[src/hdl/text_to_utf8_transcoder_macros.svh]
// Assertion macros shared by the transcoder RTL.
// Included by the modules that carry concurrent assertions.
`ifndef TEXT_TO_UTF8_TRANSCODER_MACROS_SVH
`define TEXT_TO_UTF8_TRANSCODER_MACROS_SVH

// Same-cycle implication, disabled while reset is asserted.
`define TTU_ASSERT_NOW(name, clk, rst_n, ante, cons, msg) \
    name: assert property (@(posedge clk) disable iff (!rst_n) (ante) |-> (cons)) \
        else $error(msg);

// Next-cycle implication, disabled while reset is asserted.
`define TTU_ASSERT_NEXT(name, clk, rst_n, ante, cons, msg) \
    name: assert property (@(posedge clk) disable iff (!rst_n) (ante) |=> (cons)) \
        else $error(msg);

`endif

[src/hdl/ttu_pkg.sv]
// Shared types, constants and encoding functions of the text to UTF-8 transcoder.
// No dependencies; imported by every module of the block.
`default_nettype none

package ttu_pkg;

    typedef enum logic [1:0] {
        MODE_UTF8    = 2'd0,
        MODE_CP1252  = 2'd1,
        MODE_UTF16BE = 2'd2,
        MODE_UTF16LE = 2'd3
    } ttu_mode_t;

    // Register map: index of encoding_mode in the register list.
    localparam int unsigned CFG_ADDR_W          = 3;
    localparam logic        CFG_IDX_ENCODING    = 1'b0;

    localparam logic [20:0] REPLACEMENT_CP = 21'h00FFFD;

    // One queued job: up to two code points produced by one input byte.
    typedef struct packed {
        logic        raw;    // pass cp0[7:0] through as a single byte
        logic [1:0]  n_cp;   // 1 or 2 code points
        logic [20:0] cp0;
        logic [20:0] cp1;
        logic        last;   // job comes from the final byte of the text
    } ttu_job_t;

    // Windows-1252 code points for bytes 0x80 to 0x9F.
    function automatic logic [15:0] cp1252_map(input logic [4:0] idx);
        logic [15:0] cp;
        case (idx)
            5'd0:    cp = 16'h20AC;
            5'd1:    cp = 16'h0081;
            5'd2:    cp = 16'h201A;
            5'd3:    cp = 16'h0192;
            5'd4:    cp = 16'h201E;
            5'd5:    cp = 16'h2026;
            5'd6:    cp = 16'h2020;
            5'd7:    cp = 16'h2021;
            5'd8:    cp = 16'h02C6;
            5'd9:    cp = 16'h2030;
            5'd10:   cp = 16'h0160;
            5'd11:   cp = 16'h2039;
            5'd12:   cp = 16'h0152;
            5'd13:   cp = 16'h008D;
            5'd14:   cp = 16'h017D;
            5'd15:   cp = 16'h008F;
            5'd16:   cp = 16'h0090;
            5'd17:   cp = 16'h2018;
            5'd18:   cp = 16'h2019;
            5'd19:   cp = 16'h201C;
            5'd20:   cp = 16'h201D;
            5'd21:   cp = 16'h2022;
            5'd22:   cp = 16'h2013;
            5'd23:   cp = 16'h2014;
            5'd24:   cp = 16'h02DC;
            5'd25:   cp = 16'h2122;
            5'd26:   cp = 16'h0161;
            5'd27:   cp = 16'h203A;
            5'd28:   cp = 16'h0153;
            5'd29:   cp = 16'h009D;
            5'd30:   cp = 16'h017E;
            default: cp = 16'h0178;
        endcase
        return cp;
    endfunction

    // Number of UTF-8 bytes for a code point, minus one.
    function automatic logic [1:0] utf8_len_m1(input logic [20:0] cp);
        logic [1:0] n;
        if (cp < 21'h000080) begin
            n = 2'd0;
        end
        else if (cp < 21'h000800) begin
            n = 2'd1;
        end
        else if (cp < 21'h010000) begin
            n = 2'd2;
        end
        else begin
            n = 2'd3;
        end
        return n;
    endfunction

    // Byte k of the UTF-8 form of cp, whose length minus one is len_m1.
    function automatic logic [7:0] utf8_byte_at(input logic [20:0] cp,
                                                input logic [1:0]  len_m1,
                                                input logic [1:0]  k);
        logic [7:0] b;
        logic [1:0] grp;
        grp = len_m1 - k;
        if (k == 2'd0) begin
            case (len_m1)
                2'd0:    b = {1'b0, cp[6:0]};
                2'd1:    b = {3'b110, cp[10:6]};
                2'd2:    b = {4'b1110, cp[15:12]};
                default: b = {5'b11110, cp[20:18]};
            endcase
        end
        else begin
            case (grp)
                2'd0:    b = {2'b10, cp[5:0]};
                2'd1:    b = {2'b10, cp[11:6]};
                default: b = {2'b10, cp[17:12]};
            endcase
        end
        return b;
    endfunction

endpackage

`default_nettype wire

[src/hdl/ttu_in_if.sv]
// Input channel of the transcoder: one raw byte and its end-of-text mark.
// No dependencies.
`default_nettype none

interface ttu_in_if;
    logic       valid;
    logic       ready;
    logic [7:0] in_byte;
    logic       last_byte;

    modport source (output valid, output in_byte, output last_byte, input ready);
    modport sink (input valid, input in_byte, input last_byte, output ready);
endinterface

`default_nettype wire

[src/hdl/ttu_out_if.sv]
// Output channel of the transcoder: one UTF-8 byte with its framing marks.
// No dependencies.
`default_nettype none

interface ttu_out_if;
    logic       valid;
    logic       ready;
    logic [7:0] utf8_byte;
    logic       run_last;
    logic       stream_end;

    modport source (output valid, output utf8_byte, output run_last, output stream_end,
                    input ready);
    modport sink (input valid, input utf8_byte, input run_last, input stream_end,
                  output ready);
endinterface

`default_nettype wire

[src/hdl/text_to_utf8_transcoder.sv]
// Top level with the configuration register; uses ttu_pkg and all ttu modules.
// An accepted byte's job is written into the job queue; the back end then loads its
// first UTF-8 byte into the output register and emits one byte per cycle while a job
// is queued and the output is not stalled. An input byte yields zero to six bytes (at
// most three in windows-1252 mode); input stalls only while the job queue is full.
// Reset clears the mode register, pairing state, queue and output.
`default_nettype none

module text_to_utf8_transcoder
    import ttu_pkg::*;
#(
    parameter int unsigned QUEUE_DEPTH = 4
)
(
    input  wire logic                  clk,
    input  wire logic                  rst_n,
    ttu_in_if.sink                     in_ch,
    ttu_out_if.source                  out_ch,
    input  wire logic                  psel,
    input  wire logic                  penable,
    input  wire logic                  pwrite,
    input  wire logic [CFG_ADDR_W-1:0] paddr,
    input  wire logic [31:0]           pwdata,
    output logic [31:0]                prdata,
    output logic                       pready
);

    ttu_mode_t mode_reg;
    ttu_mode_t mode_next;
    logic      cfg_wr;
    logic      push;
    ttu_job_t  push_job;
    ttu_job_t  head_job;
    logic      pop;
    logic      q_empty;
    logic      q_full;

    assign pready = 1'b1;
    assign cfg_wr = psel && penable && pwrite && pready
                    && (paddr[CFG_ADDR_W-1] == CFG_IDX_ENCODING);

    assign mode_next = ttu_mode_t'(pwdata[1:0]);
    assign prdata    = (paddr[CFG_ADDR_W-1] == CFG_IDX_ENCODING) ? {30'b0, mode_reg} : 32'b0;

    always_ff @(posedge clk or negedge rst_n)
    begin
        if (!rst_n) begin
            mode_reg <= MODE_UTF8;
        end
        else if (cfg_wr) begin
            mode_reg <= mode_next;
        end
    end

    ttu_front u_front (
        .clk      (clk),
        .rst_n    (rst_n),
        .mode     (mode_reg),
        .in_ch    (in_ch),
        .q_full   (q_full),
        .push     (push),
        .push_job (push_job)
    );

    ttu_queue #(
        .DEPTH (QUEUE_DEPTH)
    ) u_queue (
        .clk      (clk),
        .rst_n    (rst_n),
        .push     (push),
        .push_job (push_job),
        .pop      (pop),
        .head_job (head_job),
        .empty    (q_empty),
        .full     (q_full)
    );

    ttu_back u_back (
        .clk      (clk),
        .rst_n    (rst_n),
        .head_job (head_job),
        .q_empty  (q_empty),
        .pop      (pop),
        .out_ch   (out_ch)
    );

endmodule

`default_nettype wire

[src/hdl/ttu_front.sv]
// Front end: accepts raw bytes, tracks UTF-16 pairing and surrogate state, and
// turns each byte into a job of up to two code points. Depends on ttu_pkg, ttu_in_if.
`default_nettype none

module ttu_front
    import ttu_pkg::*;
(
    input  wire logic      clk,
    input  wire logic      rst_n,
    input  wire ttu_mode_t mode,
    ttu_in_if.sink         in_ch,
    input  wire logic      q_full,
    output logic           push,
    output ttu_job_t       push_job
);

    logic [7:0]  held_reg;
    logic [7:0]  held_next;
    logic        phase_reg;
    logic        phase_next;
    logic [9:0]  pend_bits_reg;
    logic [9:0]  pend_bits_next;
    logic        pend_valid_reg;
    logic        pend_valid_next;

    logic        accept;
    logic [15:0] unit;
    logic        unit_high;
    logic        unit_low;
    logic        alone_emit;
    logic [20:0] alone_cp;
    logic [20:0] supp_cp;
    ttu_job_t    job;

    assign in_ch.ready = !q_full;
    assign accept      = in_ch.valid && in_ch.ready;

    assign unit = (mode == MODE_UTF16BE) ? {held_reg, in_ch.in_byte}
                                         : {in_ch.in_byte, held_reg};
    assign unit_high = unit inside {[16'hD800:16'hDBFF]};
    assign unit_low  = unit inside {[16'hDC00:16'hDFFF]};

    // 0x10000 + ((high - 0xD800) << 10) + (low - 0xDC00), folded into one narrow add.
    assign supp_cp = {({1'b0, pend_bits_reg} + 11'h040), unit[9:0]};

    // A unit decoded on its own, not paired with a held high surrogate. A new high surrogate only
    // produces output when the text ends right after it.
    always_comb
    begin
        if (unit_high) begin
            alone_emit = in_ch.last_byte;
            alone_cp   = REPLACEMENT_CP;
        end
        else if (unit_low) begin
            alone_emit = 1'b1;
            alone_cp   = REPLACEMENT_CP;
        end
        else begin
            alone_emit = 1'b1;
            alone_cp   = {5'b0, unit};
        end
    end

    always_comb
    begin
        job             = '0;
        job.last        = in_ch.last_byte;
        held_next       = held_reg;
        phase_next      = phase_reg;
        pend_bits_next  = pend_bits_reg;
        pend_valid_next = pend_valid_reg;

        case (mode)
            MODE_UTF8:
            begin
                job.raw  = 1'b1;
                job.cp0  = {13'b0, in_ch.in_byte};
                job.n_cp = 2'd1;
            end
            MODE_CP1252:
            begin
                if (in_ch.in_byte inside {[8'h80:8'h9F]}) begin
                    job.cp0 = {5'b0, cp1252_map(in_ch.in_byte[4:0])};
                end
                else begin
                    job.cp0 = {13'b0, in_ch.in_byte};
                end
                job.n_cp = 2'd1;
            end
            default:
            begin
                if (!phase_reg) begin
                    held_next  = in_ch.in_byte;
                    phase_next = 1'b1;
                    // An odd last byte flushes a held surrogate, then itself.
                    if (in_ch.last_byte) begin
                        job.cp0  = REPLACEMENT_CP;
                        job.cp1  = REPLACEMENT_CP;
                        job.n_cp = pend_valid_reg ? 2'd2 : 2'd1;
                    end
                end
                else begin
                    phase_next = 1'b0;
                    if (pend_valid_reg && unit_low) begin
                        job.cp0         = supp_cp;
                        job.n_cp        = 2'd1;
                        pend_valid_next = 1'b0;
                    end
                    else if (pend_valid_reg) begin
                        job.cp0         = REPLACEMENT_CP;
                        job.cp1         = alone_cp;
                        job.n_cp        = alone_emit ? 2'd2 : 2'd1;
                        pend_valid_next = unit_high;
                        pend_bits_next  = unit_high ? unit[9:0] : pend_bits_reg;
                    end
                    else begin
                        job.cp0         = alone_cp;
                        job.n_cp        = {1'b0, alone_emit};
                        pend_valid_next = unit_high;
                        pend_bits_next  = unit_high ? unit[9:0] : pend_bits_reg;
                    end
                end
            end
        endcase

        // The end of the text starts the next one from a clean state.
        if (in_ch.last_byte) begin
            held_next       = 8'h00;
            phase_next      = 1'b0;
            pend_bits_next  = 10'h000;
            pend_valid_next = 1'b0;
        end
    end

    assign push     = accept && (job.n_cp != 2'd0);
    assign push_job = job;

    always_ff @(posedge clk or negedge rst_n)
    begin
        if (!rst_n) begin
            held_reg       <= 8'h00;
            phase_reg      <= 1'b0;
            pend_bits_reg  <= 10'h000;
            pend_valid_reg <= 1'b0;
        end
        else if (accept) begin
            held_reg       <= held_next;
            phase_reg      <= phase_next;
            pend_bits_reg  <= pend_bits_next;
            pend_valid_reg <= pend_valid_next;
        end
    end

endmodule

`default_nettype wire

[src/hdl/ttu_queue.sv]
// Job queue between the front end and the UTF-8 encoder back end.
// Depends on ttu_pkg and the assertion macro header.
`default_nettype none
`include "text_to_utf8_transcoder_macros.svh"

module ttu_queue
    import ttu_pkg::*;
#(
    parameter int unsigned DEPTH = 4
)
(
    input  wire logic     clk,
    input  wire logic     rst_n,
    input  wire logic     push,
    input  wire ttu_job_t push_job,
    input  wire logic     pop,
    output ttu_job_t      head_job,
    output logic          empty,
    output logic          full
);

    localparam int unsigned PTR_W = (DEPTH > 1) ? $clog2(DEPTH) : 1;
    localparam int unsigned CNT_W = $clog2(DEPTH + 1);

    ttu_job_t         entry_reg [DEPTH];
    logic [PTR_W-1:0] wr_ptr_reg;
    logic [PTR_W-1:0] wr_ptr_next;
    logic [PTR_W-1:0] rd_ptr_reg;
    logic [PTR_W-1:0] rd_ptr_next;
    logic [CNT_W-1:0] count_reg;
    logic [CNT_W-1:0] count_next;
    logic             do_push;
    logic             do_pop;

    assign empty   = (count_reg == '0);
    assign full    = (count_reg == CNT_W'(DEPTH));
    assign do_push = push && !full;
    assign do_pop  = pop && !empty;

    assign head_job = entry_reg[rd_ptr_reg];

    always_comb
    begin
        wr_ptr_next = wr_ptr_reg;
        rd_ptr_next = rd_ptr_reg;
        count_next  = count_reg;
        if (do_push) begin
            wr_ptr_next = (wr_ptr_reg == PTR_W'(DEPTH - 1)) ? '0 : wr_ptr_reg + 1'b1;
        end
        if (do_pop) begin
            rd_ptr_next = (rd_ptr_reg == PTR_W'(DEPTH - 1)) ? '0 : rd_ptr_reg + 1'b1;
        end
        if (do_push && !do_pop) begin
            count_next = count_reg + 1'b1;
        end
        else if (do_pop && !do_push) begin
            count_next = count_reg - 1'b1;
        end
    end

    always_ff @(posedge clk or negedge rst_n)
    begin
        if (!rst_n) begin
            wr_ptr_reg <= '0;
            rd_ptr_reg <= '0;
            count_reg  <= '0;
        end
        else begin
            wr_ptr_reg <= wr_ptr_next;
            rd_ptr_reg <= rd_ptr_next;
            count_reg  <= count_next;
        end
    end

    always_ff @(posedge clk)
    begin
        if (do_push) begin
            entry_reg[wr_ptr_reg] <= push_job;
        end
    end

    `TTU_ASSERT_NOW(a_push_not_full, clk, rst_n, push, !full, "job pushed into a full queue")
    `TTU_ASSERT_NOW(a_count_bound, clk, rst_n, 1'b1, count_reg <= CNT_W'(DEPTH),
        "queue count above depth")

endmodule

`default_nettype wire

[src/hdl/ttu_back.sv]
// Back end: walks each queued job one UTF-8 byte per cycle into an output register,
// when not stalled. Depends on ttu_pkg, ttu_out_if and the assertion macro header.
`default_nettype none
`include "text_to_utf8_transcoder_macros.svh"

module ttu_back
    import ttu_pkg::*;
(
    input  wire logic     clk,
    input  wire logic     rst_n,
    input  wire ttu_job_t head_job,
    input  wire logic     q_empty,
    output logic          pop,
    ttu_out_if.source     out_ch
);

    logic        out_valid_reg;
    logic [7:0]  utf8_byte_reg;
    logic        run_last_reg;
    logic        stream_end_reg;
    logic [1:0]  idx_reg;
    logic [1:0]  idx_next;
    logic        cp_sel_reg;
    logic        cp_sel_next;

    logic        load;
    logic        advance;
    logic [20:0] cp_cur;
    logic [1:0]  len_m1;
    logic [7:0]  byte_cur;
    logic        cp_done;
    logic        job_done;

    assign load    = !out_valid_reg || out_ch.ready;
    assign advance = load && !q_empty;

    assign cp_cur   = cp_sel_reg ? head_job.cp1 : head_job.cp0;
    assign len_m1   = head_job.raw ? 2'd0 : utf8_len_m1(cp_cur);
    assign byte_cur = head_job.raw ? cp_cur[7:0] : utf8_byte_at(cp_cur, len_m1, idx_reg);
    assign cp_done  = (idx_reg == len_m1);
    assign job_done = cp_done && (cp_sel_reg == (head_job.n_cp == 2'd2));
    assign pop      = advance && job_done;

    always_comb
    begin
        idx_next    = idx_reg;
        cp_sel_next = cp_sel_reg;
        if (advance) begin
            if (cp_done) begin
                idx_next    = 2'd0;
                cp_sel_next = !job_done;
            end
            else begin
                idx_next = idx_reg + 2'd1;
            end
        end
    end

    always_ff @(posedge clk or negedge rst_n)
    begin
        if (!rst_n) begin
            out_valid_reg <= 1'b0;
            idx_reg       <= 2'd0;
            cp_sel_reg    <= 1'b0;
        end
        else begin
            idx_reg    <= idx_next;
            cp_sel_reg <= cp_sel_next;
            if (advance) begin
                out_valid_reg <= 1'b1;
            end
            else if (out_ch.ready) begin
                out_valid_reg <= 1'b0;
            end
        end
    end

    always_ff @(posedge clk)
    begin
        if (advance) begin
            utf8_byte_reg  <= byte_cur;
            run_last_reg   <= job_done;
            stream_end_reg <= job_done && head_job.last;
        end
    end

    assign out_ch.valid      = out_valid_reg;
    assign out_ch.utf8_byte  = utf8_byte_reg;
    assign out_ch.run_last   = run_last_reg;
    assign out_ch.stream_end = stream_end_reg;

    `TTU_ASSERT_NOW(a_pop_nonempty, clk, rst_n, pop, !q_empty, "pop from an empty queue")
    `TTU_ASSERT_NOW(a_idx_in_range, clk, rst_n, !q_empty, idx_reg <= len_m1,
        "byte index beyond code point length")
    `TTU_ASSERT_NOW(a_second_cp, clk, rst_n, !q_empty && cp_sel_reg, head_job.n_cp == 2'd2,
        "second code point selected on a single code point job")
    `TTU_ASSERT_NEXT(a_end_is_run_last, clk, rst_n, advance && job_done && head_job.last,
        out_ch.stream_end && out_ch.run_last, "end of text not marked on final byte")

endmodule

`default_nettype wire
[src/flat_wrapper.sv]
// flat-port wrapper written by rule: the top's interface ports become plain ports
module text_to_utf8_transcoder_flat import ttu_pkg::*;
#(
    parameter int unsigned QUEUE_DEPTH = 4
)
  (clk, rst_n, psel, penable, pwrite, paddr, pwdata, prdata, pready, in_ch_valid, in_ch_in_byte, in_ch_last_byte, in_ch_ready, out_ch_valid, out_ch_utf8_byte, out_ch_run_last, out_ch_stream_end, out_ch_ready);
  ttu_in_if in_ch_i ();
  ttu_out_if out_ch_i ();
  input  wire logic clk;
  input  wire logic rst_n;
  input  wire logic psel;
  input  wire logic penable;
  input  wire logic pwrite;
  input  wire logic [CFG_ADDR_W-1:0] paddr;
  input  wire logic [31:0] pwdata;
  output logic [31:0] prdata;
  output logic pready;
  input wire logic [$bits(in_ch_i.valid)-1:0] in_ch_valid;
  input wire logic [$bits(in_ch_i.in_byte)-1:0] in_ch_in_byte;
  input wire logic [$bits(in_ch_i.last_byte)-1:0] in_ch_last_byte;
  output wire logic [$bits(in_ch_i.ready)-1:0] in_ch_ready;
  output wire logic [$bits(out_ch_i.valid)-1:0] out_ch_valid;
  output wire logic [$bits(out_ch_i.utf8_byte)-1:0] out_ch_utf8_byte;
  output wire logic [$bits(out_ch_i.run_last)-1:0] out_ch_run_last;
  output wire logic [$bits(out_ch_i.stream_end)-1:0] out_ch_stream_end;
  input wire logic [$bits(out_ch_i.ready)-1:0] out_ch_ready;
  assign in_ch_i.valid = in_ch_valid;
  assign in_ch_i.in_byte = in_ch_in_byte;
  assign in_ch_i.last_byte = in_ch_last_byte;
  assign in_ch_ready = in_ch_i.ready;
  assign out_ch_valid = out_ch_i.valid;
  assign out_ch_utf8_byte = out_ch_i.utf8_byte;
  assign out_ch_run_last = out_ch_i.run_last;
  assign out_ch_stream_end = out_ch_i.stream_end;
  assign out_ch_i.ready = out_ch_ready;
  text_to_utf8_transcoder #(.QUEUE_DEPTH(QUEUE_DEPTH)) u_core (.clk(clk), .rst_n(rst_n), .in_ch(in_ch_i), .out_ch(out_ch_i), .psel(psel), .penable(penable), .pwrite(pwrite), .paddr(paddr), .pwdata(pwdata), .prdata(prdata), .pready(pready));
endmodule
[config.mk]
export PLATFORM = sky130hd
export DESIGN_NAME = text_to_utf8_transcoder_flat
export DESIGN_NICKNAME = d
export VERILOG_FILES = /design/src/hdl/ttu_pkg.sv /design/src/hdl/ttu_in_if.sv /design/src/hdl/ttu_out_if.sv /design/src/hdl/text_to_utf8_transcoder.sv /design/src/hdl/ttu_front.sv /design/src/hdl/ttu_queue.sv /design/src/hdl/ttu_back.sv /design/src/flat_wrapper.sv
export VERILOG_INCLUDE_DIRS = /design/src /design/src/hdl
export SDC_FILE = /design/constraint.sdc
export NUM_CORES = 1
export LEC_CHECK = 0
export ABC_AREA = 1
export BUFFER_PORTS_ARGS = -buffer_cell sky130_fd_sc_hd__buf_2
export CORE_MARGIN = 1
export CORE_UTILIZATION = 45
export CTS_CLUSTER_SIZE = 40
export DETAILED_ROUTE_END_ITERATION = 16
export REMOVE_ABC_BUFFERS = 1
export SKIP_LAST_GASP = 1
export SYNTH_ARGS = -nofsm -noshare
export SYNTH_HDL_FRONTEND = slang
export SYNTH_HIERARCHICAL = 1
export SYNTH_SLANG_ARGS = --single-unit
[constraint.sdc]
create_clock -name clk -period 4.73 [get_ports clk]
set_input_delay 0.473 -clock clk [delete_from_list [all_inputs] [get_ports clk]]
set_output_delay 0.473 -clock clk [all_outputs]
set_load 0.02 [all_outputs]
* Word-level counts from Yosys, hierarchy flattened
Memory sizes are Yosys's and may differ from the RTL's.
Cells that the tools add are included.
** Word-level totals
- Register bits :: 43
- Latch bits :: 0
- RAM bits :: 184
- Memory bits (read-only) :: 352
- Output and inout bits :: 45
- Word-level logic and storage cells :: 137
- Memories kept :: 2
** Memories
- (no name shown) :: depth 32, width 11, rd ports 1, clocked after memory_dff 0, write ports 0, RTL line ttu_pkg.sv:32 : case (idx)
- u_core.u_queue.entry_reg :: depth 4, width 46, rd ports 1, clocked after memory_dff 0, write ports 1, RTL line ttu_queue.sv:25 : ttu_job_t entry_reg [DEPTH];
** Cells by class
- Add/sub/neg operators :: 7
- Multiply operators :: 0
- Divide/modulo/power cells :: 0
- Magnitude comparators :: 9
- Eq/ne operators :: 14
- Shifts and indexed selects :: 0
- Muxes and demuxes :: 50
- Bitwise operators :: 1
- Reduce and logical (&&, ||, !) cells :: 40
** Operator list (number)
- 44-bit 2-to-1 mux :: 2
- 21-bit 2-to-1 mux :: 4
- 16-bit 2-to-1 mux :: 4
- 10-bit 2-to-1 mux :: 5
- 23-bit 2-to-1 mux :: 2
- 23-bit one-hot mux with 2 select lines :: 1
- 8-bit 2-to-1 mux :: 5
- 16-bit >= comparator, second input constant :: 2
- 16-bit <= comparator, second input constant :: 2
- 8-bit one-hot mux with 3 select lines :: 1
- 21-bit by 12-bit less-than comparator with 1-bit output, second input constant :: 1
- 21-bit by 17-bit less-than comparator with 1-bit output, second input constant :: 1
- 21-bit by 8-bit less-than comparator with 1-bit output, second input constant :: 1
- 2-bit 2-to-1 mux :: 9
- 1-bit logical AND :: 17
- 1-bit 2-to-1 mux :: 14
- 6-bit one-hot mux with 2 select lines :: 1
- 10-bit by 7-bit adder with 11-bit output, second input constant :: 1
- 2-bit == test, second input constant :: 5
- 2-bit nonzero test :: 5
- 8-bit >= comparator, second input constant :: 1
- 8-bit <= comparator, second input constant :: 1
- 2-bit logical NOT :: 4
- 2-bit by 1-bit adder with 2-bit output, second input constant :: 3
- other kinds (18) :: 29

* Logic depth before layout (Yosys ltp)
Gate-level depths: netlist (run 1).
- Depth after elaboration :: 17
- Gate-level depth with buffers :: 30
- Depth with buffers taken out :: 27

* Modules after synthesis
Netlist (run 1), hierarchy kept.
** By module, submodules not included
- ttu_queue :: instances 1, cells each 597, area an instance 8049.0 um^2
- ttu_front :: instances 1, cells each 405, area an instance 2558.7 um^2
- ttu_back :: instances 1, cells each 228, area an instance 1580.3 um^2
- text_to_utf8_transcoder :: instances 1, cells each 50, area an instance 351.6 um^2

* Worst setup path before layout (run 1)
No wires, ideal clock.
- Kind :: input-to-reg
- Start point :: input port in_ch_in_byte[4]
- End point :: memory u_core/u_queue/entry_reg[0][0] (netlist name), enable pin
- Arrival :: 4.095 ns
- Path slack :: 0.186 ns
- Stages :: 17
- Path buffers :: 1
- Cell sequence :: clkbuf_1 > nand2_1 > nand2_2 > nand2_4 > nor2_8 > nand2_4 > inv_4 > nand2_1 > ha_1 > inv_1 > nand2_1 > nand2_1 > nand2_1 > nor2_1 > nor2_1 > nand2_1 > nor2_1
** RTL lines
- from (decl) :: RTL line flat_wrapper.sv:19 : input wire logic [$bits(in_ch_i.in_byte)-1:0] in_ch_in_byte;
- to (decl) :: RTL line ttu_queue.sv:25

==> run metrics, run 1 <==
max reg flops=around 180; CP Data Required Time=5.14 ns; slowest cell on the critical path=dfrtp_4; area grow syn2layout=10.1%; Synth Instances=1280; CP most frequent cell=nand2_1; CTS Sinks=227; critical-path cell list=buf_12, o211ai_1, nand2_1, or2_1, o21ai_1, inv_2, nor3_1, nand3_1, nand3_1, ha_1, nand2_1, inv_1, nand2_1, nor2_1, nand2_1, ha_1, inv_1, fa_1, nand2_1, o21ai_0; antenna violations before repair=0; final core occ=0.508; Remaining Overflow, GRT=0; cts-stage hold buffer count=0; CP Class=reg2reg; DR iter-0 viols=approximately 700; sequential element share of the synthesized area=0.530; H-tree depth=1; share of cells above drive strength 1=0.174; fin crit period=4.25 ns; crit path DAT=roughly 4.7 ns; crit share post-route=0.899; Die Area=between 20000 and 30000 um^2; TritonCTS clock tree=yes; min-delay worst type=in2async; CP peak stage delay=0.60 ns; wire per inst=about 16 um; number of remaining DRC errors=0; Nets=1380; Fin. Hold Viols=0; first-pass GRT wire length=44000 um; FMAX=235 MHz; slack of the critical path=0.476 ns; clock latency on the worst-skew pair=~0.53 ns; Clock Tree Root=clkbuf_16; Placement Cell Area=12900 um^2; peak supply drop=between 0.3 and 0.4 mV; gr usage total=0.197; DP HPWL=between 15000 and 20000 um; critical path's top delay family=simple AND/OR/NAND/NOR gates; vias in the first global route=~8100; buffers and inverters on the worst path=4; row count=60; Die W=about 170 um; syn_area_per_cell=9.80 um^2; Crit. End Element=flip-flop; main flop type after synthesis=edfxtp_1; Slew @ Worst Pin=0.853 ns; clk buf depth=3; Ys Warns=6; Async S/R FF share, synth=0.145; largest net degree at the start of global routing=49; P per Cell Area=~630 nW/um^2; synth unique cells=between 50 and 60; RSZ-0062 raised after global routing=no; vias=between 8000 and 9000; Die H=roughly 170 um; Post-synth EDFFs=slightly below 200; static leakage=0.00587 uW; final setup fails=0; CORE AREA=roughly 27000 um^2; IO Count=96; TritonCTS Buffers=26; Setup Skew=0.0227 ns; Inserted Diodes=0; outcome=completed; startpoint class of the critical path=flip-flop; max-slew violation count=0; GP Congestion=approximately 0.94; routed vias/inst=5.02; Initial Util=0.461; CP Max Fanout=37; first drt pass iteration count=5; Max transition margin=0.426; Mapped Area=12500 um^2; clk slew on worst S/H paths=roughly 0.060 ns; Max Cap Violations=0; design area=about 14000 um^2; worst slack, placed=0.357 ns; antenna-violating nets left=0; post-synthesis register bit count=around 230; final WL=~27000 um; Port Buffers=32
==> final timing paths <==
path                                                        startpoint                                     endpoint  slack, ns  cells after the start
setup / recovery              u_core/u_queue/rd_ptr_reg[0]$_DFFE_PN0P_      u_core/u_queue/count_reg[1]$_DFFE_PN0P_       0.48                     20
hold / removal                                                   rst_n      u_core/u_queue/count_reg[1]$_DFFE_PN0P_       0.05                      1
setup reg to reg              u_core/u_queue/rd_ptr_reg[0]$_DFFE_PN0P_      u_core/u_queue/count_reg[1]$_DFFE_PN0P_       0.48                     20
hold reg to reg            u_core/u_front/pend_bits_reg[4]$_DFFE_PN0P_  u_core/u_front/pend_bits_reg[4]$_DFFE_PN0P_       0.49                      2
max in group asynchronous                                        rst_n     u_core/u_queue/rd_ptr_reg[0]$_DFFE_PN0P_       4.06                      1
min in group clk                                             pwdata[0]               u_core/mode_reg[0]$_DFFE_PN0P_       0.17                      3
==> worst reg2reg max path, delay by kind of cell (launching register included) <==
kind,cells,cell delay [ns]
DFF,1,0.60
AOI/OAI and AO/OA,3,0.52
adders and majority gates,3,0.96
buffers and inverters,4,0.59
and+or+nand+nor,10,1.48
==> per-layer routing <==
metal | GRT usage | routed length, um
met5 | 0 | 0
met2 | 0.330 | 13000
met4 | 0.0490 | 602
met1 | 0.274 | 12500
met3 | 0.0222 | 1290
==> per-stage QoR <==
stage	std cells	hold slack (ns)	TNS (ns)	total power, uW
floorplan	1219	0.177	-22.64	5480
global placement	1649	0.468	0	6570
detailed placement	1649	0.471	0	6610
CTS	1697	0.0719	0	8710
global route	1698	0.103	0	9250
finish	1698	0.0536	0	8640
==> what timing repair did <==
action	CTS	global route
setup endpoints to repair	0	1
gates resized for setup	0	2
buffers inserted	0	1
==> synth_stat cells, types with 8 or more instances <==
cell | count | area [um^2]
inv_2 | 11 | 41.3
nand3_1 | 53 | 265
nand2_4 | 8 | 90.1
o211ai_1 | 47 | 353
inv_1 | 184 | 691
clkbuf_1 | 12 | 45.0
nand2_1 | 312 | 1170
o211ai_2 | 46 | 576
o21ai_2 | 12 | 105
o21ai_0 | 53 | 265
dfrtp_1 | 33 | 826
buf_4 | 42 | 315
ha_1 | 22 | 275
nand3_2 | 12 | 120
nand2_2 | 14 | 87.6
or2_1 | 8 | 50.1
a21oi_1 | 37 | 185
nor2_1 | 53 | 199
buf_6 | 23 | 259
buf_2 | 14 | 70.1
edfxtp_1 | 194 | 5830
==> report_power, final <==
part | switching [uW] | internal (uW) | leakage (uW) | total (uW)
registers | 178 | 2770 | 0.00223 | 2950
clock network | 766 | 1310 | 0.000440 | 2080
logic | 2450 | 1170 | 0.00320 | 3620
==> final cells by class <==
cell class              count  area, um^2
fillers                  2530       13400
multi-input cells         791        4550
clock inverters            16         206
clock buffers              32         694
inverters                 201         764
well taps                 372         465
repair buffers             59         467
flip-flops and latches    227        6660
==> logic make-up after synthesis <==
| kind of cell | Yosys count | synth area share |
|---|---|---|
| buffers and inverters | 295 | 0.119 |
| and+or+nand+nor | 490 | 0.181 |
| DFF | 227 | 0.530 |
| other | 3 | 0.000898 |
| xor gates and xnor gates | 3 | 0.00210 |
| adders and majority gates | 23 | 0.0235 |
| AOI/OAI and AO/OA | 239 | 0.144 |
==> layout by cell type, fill, tap and decap left out, drive strengths merged, types with 4 or more instances in the layout <==
cell type and count:
or2 10, o21ai 72, a31oi 7, conb 36
nand2 334, nor2 60, bufinv 5, o21bai 5
nand3 69, dfrtp 33, nand3b 5, nand4 6
clkinv 13, inv 198, clkbuf 32, buf 59
edfxtp 194, ha 22, nor3 4, a21oi 42
o221ai 6, o211ai 93, o22ai 7
No activity file was read; power rests on OpenSTA's default activity.
==> inputs of run 2 (changes only) <==
==> constraint.sdc (replaced) <==
create_clock -name clk -period 4.73 [get_ports clk]
set_input_delay 1.419 -clock clk [delete_from_list [all_inputs] [get_ports clk]]
set_output_delay 1.419 -clock clk [all_outputs]
set_load 0.02 [all_outputs]
==> run metrics, run 2 (synthesized netlist as in run 1, its figures left out) <==
post-CTS resize count=0 (unchanged); clk buf depth=3 (unchanged); Non-Filler Instances=1700 (was 1698); area grow syn2layout=10.0% (was 10.1%); Setup Skew=0.0215 ns (was 0.0227 ns); clk slew on worst S/H paths=0.06 ns (about the same); Port Buffers=32 (unchanged); CORE AREA=27200 um^2 (unchanged); final WL=27300 um (was 27400 um); cts-stage hold buffer count=0 (unchanged); Hold Slack=0.483 ns (was 0.0536 ns); vias=8503 (was 8529); Initial Util=0.461 (unchanged); Die W=169 um (unchanged); Slew @ Worst Pin=0.836 ns (was 0.853 ns); antenna violations before repair=0 (unchanged); first-pass GRT wire length=43400 um (was 44000 um); TritonCTS Buffers=26 (unchanged); RSZ-0062 raised after global routing=no (unchanged); share of cells above drive strength 1=0.177 (was 0.174); fillcell total=2505 (was 2530); CP Class=reg2reg (unchanged); commonest non-fill, non-tap cell in the layout=nand2_1 (unchanged); Register Area=6660 um^2 (unchanged); Remaining Overflow, GRT=0 (unchanged); wire per inst=16.1 um (about the same); Max transition margin=0.437 (was 0.426); antenna-violating nets left=0 (unchanged); row count=60 (unchanged); Clock Tree Root=clkbuf_16 (unchanged); largest net degree at the start of global routing=52 (was 49); startpoint class of the critical path=flip-flop (unchanged); fin crit period=4.30 ns (was 4.25 ns); CP Data Required Time=5.12 ns (was 5.14 ns); first drt pass iteration count=5 (unchanged); DP HPWL=18300 um (about the same); Fin. Hold Viols=0 (unchanged); peak supply drop=0.318 mV (was 0.331 mV); GP Congestion=0.931 (was 0.936); setup TNS=0 ns (unchanged); final setup fails=0 (unchanged); Die H=169 um (unchanged); CP Max Fanout=25 (was 37); outcome=completed (unchanged); clock latency on the worst-skew pair=0.53 ns (about the same); TritonCTS clock tree=yes (unchanged); static leakage=0.00587 uW (about the same); H-tree depth=1 (unchanged); DR iter-0 viols=643 (was 698); routed vias/inst=5.00 (was 5.02); CTS Sinks=227 (unchanged); vias in the first global route=8026 (was 8078); Inserted Diodes=0 (unchanged); max-slew violation count=0 (unchanged); crit path DAT=4.69 ns (was 4.66 ns); Nets=1382 (was 1380); Die Area=28500 um^2 (unchanged); Multi-input gate area=4550 um^2 (unchanged); max reg flops=184 (unchanged); Crit. End Element=flip-flop (unchanged); gr usage total=0.195 (was 0.197); Max Cap Violations=0 (unchanged); P per Cell Area=622 nW/um^2 (was 626 nW/um^2); crit share post-route=0.910 (was 0.899); commonest non-fill, non-tap cells in the layout=312 x nand2_1, 194 x edfxtp_1, 184 x inv_1 (unchanged); FMAX=232 MHz (was 235 MHz); min-delay worst type=reg2reg (was in2async); placed cell count=1651 (was 1649); number of remaining DRC errors=0 (unchanged); IO Count=96 (unchanged)
-- run 2: cell count changes in the layout (fill, tap and decap cells not counted), sizes merged --
cell      change
bufinv        -1
clkbuf        -2
buf           +2
clkinvlp      +1
clkinv        +2
-- run 2: metrics by stage --
stage	area, um^2	power (uW)	setup WS, ns	utilization
final	13800	8580	0.426	0.508
after global routing	13800	9150	0.0855	0.508
after CTS	13800	8650	0.414	0.507
after detailed placement	12900	6580	0.338	0.474
after global placement	12900	6550	0.338	0.474
after floorplan	11900	5480	-2.01	-
-- run 2: cell type report --
type	count	share of cell area
clock buffers	30	0.0498
multi-input cells	791	0.330
well taps	372	0.0337
repair buffers	61	0.0343
clock inverters	18	0.0146
flip-flops and latches	227	0.482
inverters	201	0.0552
-- run 2: repair_timing --
item,CTS,global route
buffers inserted,0,1
endpoints found under the setup margin,0,1
endpoints found under the hold margin,0,0
-- run 2: final timing paths --
check	slack, ns	from	cells after the start	end
worst max-delay path	0.43	u_core/u_queue/rd_ptr_reg[1]$_DFFE_PN0P_	24	u_core/u_queue/count_reg[1]$_DFFE_PN0P_
worst min-delay path	0.48	u_core/u_front/pend_bits_reg[0]$_DFFE_PN0P_	2	u_core/u_front/pend_bits_reg[0]$_DFFE_PN0P_
worst max register to register	0.43	u_core/u_queue/rd_ptr_reg[1]$_DFFE_PN0P_	24	u_core/u_queue/count_reg[1]$_DFFE_PN0P_
worst min register to register	0.48	u_core/u_front/pend_bits_reg[0]$_DFFE_PN0P_	2	u_core/u_front/pend_bits_reg[0]$_DFFE_PN0P_
max in group asynchronous	3.14	rst_n	1	u_core/u_queue/rd_ptr_reg[0]$_DFFE_PN0P_
min in group asynchronous	0.99	rst_n	1	u_core/u_back/idx_reg[0]$_DFFE_PN0P_
-- run 2: report_power, final --
group | switching [uW] | internal (uW) | total, uW | leakage (uW)
sequential | 181 | 2770 | 2950 | 0.00223
clock | 773 | 1260 | 2030 | 0.000432
combinational | 2440 | 1160 | 3600 | 0.00320
-- run 2: layer usage --
| metal | part of all wire | GRT usage |
|---|---|---|
| met1 | 0.46 | 0.272 |
| met2 | 0.47 | 0.320 |
| met4 | 0.026 | 0.0561 |
| met5 | 0 | 0 |
| met3 | 0.047 | 0.0224 |
-- run 2: critical path, cell delays in order (launching register included) --
cell	delay (ns)
dfrtp_2	0.43
inv_2	0.46
buf_4	0.29
o211ai_1	0.11
nand2_1	0.08
inv_1	0.04
nand2_1	0.09
nand2_1	0.08
nand3_2	0.10
nor2_4	0.04
nand2_4	0.09
inv_1	0.05
nand3_1	0.09
nand3_1	0.20
ha_1	0.38
nand2_1	0.10
inv_1	0.14
nand2_1	0.11
nor2_1	0.25
nand2_1	0.18
ha_1	0.23
inv_1	0.08
fa_1	0.41
nand2_1	0.07
o21ai_0	0.07
